--- config.mk ---
export PLATFORM = sky130hd
export DESIGN_NAME = pcpa_front
export DESIGN_NICKNAME = d
export VERILOG_FILES = /design/src/sv/pcpa_pkg.sv /design/src/sv/pcpa_front.sv
export SDC_FILE = /design/constraint.sdc
export NUM_CORES = 1
export LEC_CHECK = 0
export BUFFER_PORTS_ARGS = -buffer_cell sky130_fd_sc_hd__buf_2
export CAP_MARGIN = 25
export CORE_MARGIN = 3
export CORE_UTILIZATION = 51
export CTS_CLUSTER_DIAMETER = 200
export DETAILED_ROUTE_END_ITERATION = 10
export PLACE_DENSITY = 0.87
export SLEW_MARGIN = 20
export SYNTH_ARGS = -nofsm -noshare
export SYNTH_HDL_FRONTEND = slang
export SYNTH_SLANG_ARGS = --single-unit
export TNS_END_PERCENT = 50
--- constraint.sdc ---
create_clock -name clk -period 2.5 [get_ports clk]
set_input_delay 0 -clock clk [delete_from_list [all_inputs] [get_ports clk]]
set_output_delay 0 -clock clk [all_outputs]
set_load 0.02 [all_outputs]
--- src/sv/pcpa_pkg.sv ---
// Shared types and constants of the per-CPU page free-list allocator.
// No dependencies.
package pcpa_pkg;

	localparam logic       CMD_FREE  = 1'b0;
	localparam logic       CMD_ALLOC = 1'b1;

	localparam logic [1:0] ST_DONE  = 2'd0;
	localparam logic [1:0] ST_BAD   = 2'd1;
	localparam logic [1:0] ST_NOMEM = 2'd2;

	localparam logic [1:0] REG_POOL_BASE  = 2'd0;
	localparam logic [1:0] REG_LOW_LIMIT  = 2'd1;
	localparam logic [1:0] REG_HIGH_LIMIT = 2'd2;

	localparam logic [31:0] POOL_BASE_RST  = 32'h8000_0000;
	localparam logic [31:0] LOW_LIMIT_RST  = 32'h8000_0000;
	localparam logic [31:0] HIGH_LIMIT_RST = 32'h8800_0000;

	localparam int         Q_DEPTH = 2;
	localparam logic [1:0] Q_FULL  = 2'd2;

	typedef struct packed {
		logic       is_alloc;
		logic       bad;
		logic [2:0] cpu;
	} pcpa_cmd_t;

endpackage

--- src/sv/pcpa_front.sv ---
// Front end: accepts commands, checks free addresses, queues classified commands.
// Depends on pcpa_pkg.
module pcpa_front #(
	parameter int CPU_COUNT  = 8,
	parameter int POOL_PAGES = 32768,
	parameter int PAGE_SHIFT = 12
) (
	input  logic                          clk,
	input  logic                          arst_n,
	input  logic                          start,
	input  logic                          cmd,
	input  logic [2:0]                    cpu_num,
	input  logic [31:0]                   page_addr,
	input  logic [31:0]                   pool_base,
	input  logic [31:0]                   low_limit,
	input  logic [31:0]                   high_limit,
	output logic                          busy,
	output logic                          q_valid,
	output pcpa_pkg::pcpa_cmd_t           q_cmd,
	output logic [$clog2(POOL_PAGES)-1:0] q_idx,
	input  logic                          q_deq
);
	import pcpa_pkg::*;

	localparam int IDX_W = $clog2(POOL_PAGES);
	localparam logic [31:0] PAGE_MASK = 32'((64'd1 << PAGE_SHIFT) - 64'd1);

	logic [31:0] base;
	logic [31:0] idx32;
	logic        bad;
	logic        push;
	pcpa_cmd_t   in_cmd;

	pcpa_cmd_t        ent_cmd_q [Q_DEPTH];
	logic [IDX_W-1:0] ent_idx_q [Q_DEPTH];
	logic             wp_q;
	logic             rp_q;
	logic [1:0]       cnt_q;

	assign base  = pool_base & ~PAGE_MASK;
	assign idx32 = (page_addr - base) >> PAGE_SHIFT;

	always_comb begin
		bad = 1'b0;
		if ((page_addr & PAGE_MASK) != 32'd0 || page_addr < low_limit ||
		    page_addr >= high_limit || page_addr < base) begin
			bad = 1'b1;
		end
		if (idx32 >= 32'(POOL_PAGES) || 32'(cpu_num) >= 32'(CPU_COUNT)) begin
			bad = 1'b1;
		end
	end

	assign in_cmd.is_alloc = (cmd == CMD_ALLOC);
	assign in_cmd.bad      = bad;
	assign in_cmd.cpu      = cpu_num;

	assign busy    = (cnt_q == Q_FULL);
	assign push    = start && !busy;
	assign q_valid = (cnt_q != 2'd0);
	assign q_cmd   = ent_cmd_q[rp_q];
	assign q_idx   = ent_idx_q[rp_q];

	always_ff @(posedge clk) begin
		if (push) begin
			ent_cmd_q[wp_q] <= in_cmd;
			ent_idx_q[wp_q] <= IDX_W'(idx32);
		end
	end

	always_ff @(posedge clk or negedge arst_n) begin
		if (!arst_n) begin
			wp_q  <= 1'b0;
			rp_q  <= 1'b0;
			cnt_q <= 2'd0;
		end else begin
			if (push) begin
				wp_q <= ~wp_q;
			end
			if (q_deq) begin
				rp_q <= ~rp_q;
			end
			cnt_q <= cnt_q + {1'b0, push} - {1'b0, q_deq};
		end
	end

	a_cnt_bound: assert property (@(posedge clk) disable iff (!arst_n)
		cnt_q <= Q_FULL)
		else $error("queue count exceeds depth");

	a_deq_valid: assert property (@(posedge clk) disable iff (!arst_n)
		q_deq |-> cnt_q != 2'd0)
		else $error("dequeue from empty queue");

endmodule

# ---- Yosys cells after proc, flatten, opt, wreduce, memory -nomap -nowiden
# Memories as Yosys holds them, arrays and structs flattened.
# Index checks and enable logic that the tools add are counted.
dict set report totals {
  reg_bits 4
  mem_bits_rw 40
  input_bits 136
  out_inout_bits 22
  elab_cells 26
  mem_count 2
}
# memory words width read_ports rd_ports_with_merged_regs write_ports line_no
set mem_list {}
lappend mem_list {ent_idx_q 2 15 1 0 1 pcpa_front.sv:35} ;# logic [IDX_W-1:0] ent_idx_q [Q_DEPTH];
lappend mem_list {ent_cmd_q 2 5 1 0 1 pcpa_front.sv:34} ;# pcpa_cmd_t ent_cmd_q [Q_DEPTH];
dict set report classes {
  n_addsub 3
  n_lt_le_gt_ge 4
  eq_ne 1
  muxes 4
  n_bitwise 2
  n_reduce_logical 7
}
# operator count
set ops {}
lappend ops {{< comparator 32 bit} 2}
lappend ops {{greater-or-equal comparator 32 bit} 1}
lappend ops {{nonzero test 32 bit} 1}
lappend ops {{subtractor 32 bit} 1}
lappend ops {{greater-or-equal comparator 20 x 16 -> 1 bit (second input constant)} 1}
lappend ops {{2-to-1 mux 1 bit} 4}
lappend ops {{logical OR 1 bit} 3}
lappend ops {{adder 2 x 1 -> 2 bit} 1}
lappend ops {{== test 2 bit (second input constant)} 1}
lappend ops {{NOT 1 bit} 2}
lappend ops {{nonzero test 2 bit} 1}
lappend ops {{subtractor 2 x 1 -> 2 bit} 1}
lappend ops {{logical AND 1 bit} 1}
lappend ops {{zero test 1 bit} 1}

# ---- Depth between registers and ports, before layout
# Gate-level depths: netlist of the first run.
dict set report logic_depth {
  word_depth 6
  mapped_depth 11
  ltp_nobuf 11
}

# ---- Worst setup path before layout of the first run
# No wires, ideal clock.
dict set report synth_path {
  path_type {input-to-reg}
  startpoint {input pool_base[14]}
  endpoint {memory ent_cmd_q[0][3] (netlist name), data pin}
  setup_time_ns 0.283
  arrival_ns 1.982
  required_ns 2.217
  setup_slack_ns 0.236
  stages 10
  path_buffers 0
  path_cell_list {inv_1 -> ha_1 -> nor2b_1 -> o31a_1 -> a21o_1 -> o41ai_4 -> o211ai_1 -> or3_1 -> o2111ai_1 -> nand4_1}
}
dict set report synth_between {
  elab_chain_len 4
  elab_cells_between_ends 6
  classes_between {add/sub (1); order compare (2); mux (2); reduce/logical (1)}
}
# element line_no
set synth_lines {}
lappend synth_lines {{start: declaration} pcpa_front.sv:14} ;# input logic [31:0] pool_base,
lappend synth_lines {{parallel branches: the longest is 3 deep, another holds subtractor 32 bit} -}
lappend synth_lines {{2-to-1 mux 1 bit *} pcpa_front.sv:49} ;# if (idx32 >= 32'(POOL_PAGES) || 32'(cpu_num) >= 32'(CPU_COUNT)) begin
lappend synth_lines {{via bad} pcpa_front.sv:30} ;# logic bad;
lappend synth_lines {{end: declaration} pcpa_front.sv:34}
# Mark *: on every way through the listed nets, which the timed path passes.

# ---- Worst setup path in the final report of the first run
dict set report layout_path {
  startpoint {input page_addr[21]}
  endpoint {memory ent_cmd_q[1][3] (netlist name), data pin}
}
dict set report layout_between {
  elab_chain_len 6
  elab_cells_between_ends 10
  classes_between {add/sub (1); order compare (4); mux (2); reduce/logical (3)}
}
# element line_no
set layout_lines {}
lappend layout_lines {{start: declaration} pcpa_front.sv:13} ;# input logic [31:0] page_addr,
lappend layout_lines {{parallel branches: the longest is 5 deep, another holds subtractor 32 bit} -}
lappend layout_lines {{2-to-1 mux 1 bit *} pcpa_front.sv:49}
lappend layout_lines {{via bad} pcpa_front.sv:30}
# Marks and branches as above.

==> results of run 1 <==
## sequential cells by signal, summed over array words and instances (netlist names)
name	flops
wp_q	1
ent_cmd_q	10
rp_q	1
cnt_q	2
ent_idx_q	30
## area by class of cell
type / count / share of cell area [%]
clock buffers: 7 / 1.42
repair buffers: 162 / 16.1
clock inverters: 1 / 0.0929
inverters: 93 / 6.48
flip-flops and latches: 44 / 24.1
well taps: 102 / 2.37
multi-input cells: 327 / 49.4
## power groups by stage
stage | clock network [uW] | registers, uW | logic [uW]
after detailed placement | 0 | 1120 | 1520
after CTS | 419 | 1100 | 1540
final | 411 | 1100 | 1530
after floorplan | 0 | 1110 | 1020
after global routing | 455 | 1120 | 1680
after global placement | 0 | 1100 | 1470
## per-stage QoR
step | cell area (um^2) | TNS [ps] | total power [uW] | instances
2_1_floorplan | 4330 | 0 | 2120 | 467
3_3_place_gp | 5250 | 0 | 2570 | 722
3_5_place_dp | 5250 | -4.32 | 2640 | 722
4_1_cts | 5390 | 0 | 3070 | 736
5_1_grt | 5390 | 0 | 3260 | 736
6_report | 5390 | 0 | 3040 | 736
## metal layers
metal / wire [um] / share of wire (%) / vias to the layer above / track usage (%)
li1: - / - / 1980 / -
met1: 4360 / 40 / 1806 / 26.3
met2: 5580 / 51 / 148 / 42.6
met3: 603 / 5.6 / 26 / 2.00
met4: 306 / 2.8 / 0 / 8.30
met5: 0 / 0 / - / 0
## worst paths after layout
path / startpoint / end / cells past startpoint
setup / recovery: page_addr[21] / ent_cmd_q[1][3]$_DFFE_PP_ / 10
hold / removal: start / wp_q$_DFFE_PN0P_ / 3
setup reg to reg: cnt_q[1]$_DFF_PN0_ / ent_idx_q[0][3]$_DFFE_PP_ / 4
hold reg to reg: cnt_q[1]$_DFF_PN0_ / cnt_q[1]$_DFF_PN0_ / 1
max in group asynchronous: arst_n / wp_q$_DFFE_PN0P_ / 2
min in group asynchronous: arst_n / cnt_q[1]$_DFF_PN0_ / 2
## worst register-to-register path: cells and delay by family, from the launching register on
kind | cells | cell delay (ps)
buf+inv | 1 | 290
simple gates | 3 | 320
flops | 1 | 410
## cells in the final DEF (no fill, tap or decap), types with 7 or more instances in the layout
| cell type | Yosys | routed |
|---|---|---|
| nand2b_1 | 7 | 7 |
| nand3_1 | 9 | 9 |
| a21o_1 | 16 | 16 |
| nor2_1 | 19 | 19 |
| buf_4 | 0 | 11 |
| mux2_2 | 20 | 20 |
| edfxtp_1 | 40 | 40 |
| buf_2 | 0 | 145 |
| o21ai_0 | 22 | 22 |
| a211oi_1 | 7 | 7 |
| ha_1 | 85 | 85 |
| inv_1 | 93 | 93 |
| xnor2_1 | 13 | 13 |
| nand2_1 | 24 | 24 |
| a21oi_1 | 37 | 37 |
## cells by family (layout without fill, tap and decap cells)
group,Yosys count,count (layout)
AO/OA/AOI/OAI,107,107
XOR/XNOR,17,17
adder cells (fa/ha/maj),86,86
buffers and inverters,96,263
flip-flops,44,44
multiplexers,20,20
AND/OR/NAND/NOR,97,97
==> metrics, run 1 <==
clock network power share 13.5%; gr ovfl total 0; fin crit share approximately nine tenths; post-place setup slack -2.16 ps; number of remaining DRC errors 0; crit-path max FO 3; CP Data Required Time 2510 ps; CP endpoint kind flop; drt via density 5.38; Sinks on Clock Net 44; Gate Count Post-Synth 467; Post-CTS Hold Fix Bufs 6; root buffer cell clkbuf_8; post-synth top area share 27.7%; Multi-input gate area 2660 um^2; fin worst setup slack 270 ps; Pins Over Slew Limit 0; Routed WL 10.9 mm; Post-Route Utilization 67.6%; Avg Inst Size Synth 9.27 um^2; Fin. Hold Viols 0; status complete, no violations; Post-synth EDFFs 40; CP Buf/Inv Count 1; Lkg Pwr 0.00284 uW; Cell variety after synth 50; Int Pwr 1900 uW; Worst-Skew Late Latency 290 ps; Ant. Diodes 0; Peak VDD IR 0.356 mV; # port buffers 145; die area 9630 um^2; Worst Clk Skew 6.23 ps; Rows 32; Comb pwr share between 50% and 60%; Post-synth ARST share 9.09%; RSZ-0062 raised after global routing false; GRT Overall Usage 22.6%; synth-to-layout area growth 24.4%; Seq pwr share between 30% and 40%; cell taking the most area after synthesis edfxtp_1; Final nets 855; Pwr Density around 560 nW/um^2; sequential area share after synthesis between 30 and 40%; routed len/inst 14.7 um; Die Ht about 98 um; Setup crit start kind input pin; type of the worst setup path input pin to flop; clk slew on worst S/H paths 70 ps; Max Root-Sink Buffers 2; gpl congestion 0.834; Ports 158; NetSw 1140 uW; FILL cells 638; XOR/XNOR share of the synthesized area about 3.4%; Iter 0 DRT Violations roughly 110; hold crit path type input pin to flop; Post-synth top cells inv_1, ha_1, edfxtp_1; Slew headroom 69.2%; mux contribution to synthesized area 5.20%; Register-to-Register Setup Slack 1160 ps; 1st-pass router iterations 4; Starting Density 54.3%; Adder-Cell Fraction of Synth Area 25.0%; number of synthesized register bits 44; Max Fclk 448 MHz; max_cap viols 0; layout cell share with drive strength beyond 1 30.0%; Simple-Gate Fraction of Synth Area 11.7%; synth warn 0; H-Tree Depth 2; first-pass GRT wire length roughly 18 mm; main combinational cell family by area after synthesis adder cells; Detail Route Antenna Nets 0; number of global-route vias before repair 4,262; area of the mapped netlist 4330 um^2; worst-margin pin slew 458 ps; CP Cell Sequence buf_2, ha_1, a211oi_1, nand2_1, or3_1, o21a_1, a211oi_2, xnor2_1, a2111oi_2, nand4_1; top post-synthesis cells by area edfxtp_1, ha_1, inv_1; Worst Path Arrival 2240 ps; crit-path max cell delay 360 ps; Largest delay share family, worst path compound AO/OA/AOI/OAI gates; CTS Buf Count 5; Compound-Gate Fraction of Synth Area 16.1%; CTS tree done; Resized cells post-CTS 0; ys flop type edfxtp_1; CORE AREA about 8000 um^2; Final Critical Period 2230 ps; hold_ws 33.4 ps; Worst path slowest cell or3_1; Vias between 3,000 and 4,000; Sequential Area roughly 1300 um^2; largest net degree at the start of global routing 22; HPWL Detailed 9.28 mm; nets in the synthesized netlist slightly below 700; post-CTS setup buffers 0; most common cell in the synthesized netlist inv_1; initial antenna violation count 0; Sw Ratio 37.5%; Die X a little under 100 um; Final setup viols 0
(Power assumes the default switching activity.)
==> inputs of run 2 (changes only) <==
--- a/config.mk
+++ b/config.mk
@@ -7,11 +7,13 @@
 export LEC_CHECK = 0
 export BUFFER_PORTS_ARGS = -buffer_cell sky130_fd_sc_hd__buf_2
 export CAP_MARGIN = 25
+export CELL_PAD_IN_SITES_DETAIL_PLACEMENT = 1
+export CELL_PAD_IN_SITES_GLOBAL_PLACEMENT = 2
 export CORE_MARGIN = 3
-export CORE_UTILIZATION = 51
+export CORE_UTILIZATION = 29
 export CTS_CLUSTER_DIAMETER = 200
 export DETAILED_ROUTE_END_ITERATION = 10
-export PLACE_DENSITY = 0.87
+export PLACE_DENSITY = 0.86
 export SLEW_MARGIN = 20
 export SYNTH_ARGS = -nofsm -noshare
 export SYNTH_HDL_FRONTEND = slang
==> run 2 against run 1 <==
Net effect:
- combinational power hardly changed
- core utilization decreased by 29 points
- power rose by 11%
- die area increased by 71%
- clock-buffer cell count down 1
- global-route usage decreased by 7.4 points
- cell count is 12% higher
- sequential share of layout area fell by 0.91 points
- routed wire length up 15%
- largest power group unchanged
- highest routed layer unchanged
==> metrics, run 2 (synthesis gave the netlist of run 1 again) <==
H-Tree Depth 2; number of global-route vias before repair 4,383; worst-margin pin slew ~540 ps; leading registers by flop count ent_idx_q (30), ent_cmd_q (10), cnt_q (2); # port buffers 145; max reg flops 30; Fin. Hold Viols 0; number of remaining DRC errors 0; HPWL Detailed 10.9 mm; Final Critical Period 2230 ps; Peak VDD IR around 0.35 mV; most frequent cells in the layout buf_2, inv_1, ha_1; Rows 44; synth-to-layout area growth 29.3%; type of the worst setup path input pin to flop; Slew headroom 63.4%; Vias just under 4,000; Ports around 160; Starting Density 29.7%; Die X about 130 um; clk slew on worst S/H paths 60 ps; CORE AREA 14,600 um^2; first-pass GRT wire length 20.4 mm; initial antenna violation count 0; fin crit share 89.4%; hold_ws 61.1 ps; CP endpoint kind flop; Biggest register ent_idx_q; crit-path max FO 3; root buffer cell clkbuf_16; Max Root-Sink Buffers 2; largest net degree at the start of global routing 22; Final setup viols 0; layout cell share with drive strength beyond 1 30.6%; RSZ-0062 raised after global routing false; Final nets 858; 1st-pass router iterations 4; gr ovfl total 0; Post-Route Utilization a little under two fifths; Routed WL roughly 12 mm; drt via density between 4 and 5; Sinks on Clock Net between 40 and 50; Worst Clk Skew 2.02 ps; Pins Over Slew Limit 0; Max Fclk 448 MHz; Die Ht 128 um; gpl congestion 0.811; routed len/inst 15.2 um; max_cap viols 0; CTS Buf Count 5; Iter 0 DRT Violations 77; Lkg Pwr 0.00289 uW; CP Data Required Time 2500 ps; Detail Route Antenna Nets 0; die area 16,400 um^2; GRT Overall Usage 15.2%; status complete, no violations; post-CTS setup buffers 0; Worst Path Arrival 2230 ps; Ant. Diodes 0; CTS tree done; Worst-Skew Late Latency around 280 ps; Pwr Density 604 nW/um^2; most common cell after layout, fill and taps aside buf_2; hold crit path type input pin to async pin; Setup crit start kind input pin
[run 2: worst max-delay path, stage by stage]
cell       delay, ps
buf_2            130
ha_1             330
a211oi_1         270
nand2_1          110
or3_1            350
o21a_1           210
a211oi_2         210
xnor2_1          100
a2111oi_2        350
nand4_1          170
[run 2: layout make-up]
type / count / area, um^2
clock buffers: 6 / 129
clock inverters: 2 / 35.0
fillers: 1760 / 8990
inverters: 93 / 349
multi-input cells: 327 / 2660
flip-flops and latches: 44 / 1300
well taps: 184 / 230
repair buffers: 165 / 891
[run 2: metal layers]
layer  wire length, um  GRT usage (%)  vias to the layer above
met5                 0              0                        -
met4               101           2.62                        0
met3               438           1.42                        8
met2              6690           29.9                       73
met1              5270           17.7                     1877
li1                  -              -                     1982
[run 2: repair_timing]
| item | CTS | global route |
|---|---|---|
| hold endpoints to repair | 13 | 0 |
| gates resized for setup | 0 | 0 |
| hold buffers | 6 | 0 |
[run 2: worst paths after layout]
path                               startpoint                         to  slack, ps  cells past startpoint
max                             page_addr[21]  ent_cmd_q[0][3]$_DFFE_PP_        270                     10
min                                    arst_n           rp_q$_DFFE_PN0P_         60                      2
max reg2reg                cnt_q[0]$_DFF_PN0_         cnt_q[1]$_DFF_PN0_       1070                      7
min reg2reg                cnt_q[1]$_DFF_PN0_         cnt_q[1]$_DFF_PN0_        490                      1
max in group asynchronous              arst_n           wp_q$_DFFE_PN0P_       2320                      2
min in group clk                        start           wp_q$_DFFE_PN0P_         90                      3
[run 2: through the flow]
step / setup WS, ps / TNS (ps) / area (um^2) / power (uW) / cells
2_1_floorplan: 236 / 0 / 4330 / 2120 / 467
3_3_place_gp: 19.5 / 0 / 5380 / 2610 / 807
3_5_place_dp: -77.0 / -154 / 5380 / 2690 / 807
4_1_cts: 223 / 0 / 5600 / 3440 / 821
5_1_grt: 43.5 / 0 / 5600 / 3640 / 821
6_report: 266 / 0 / 5600 / 3380 / 821
[run 2: where the power goes]
part           switching [uW]  internal, uW  leakage [uW]
combinational             896           665       0.00240
clock                     245           469     0.0000808
sequential               57.0          1050      0.000415
total                    1200          2180       0.00289
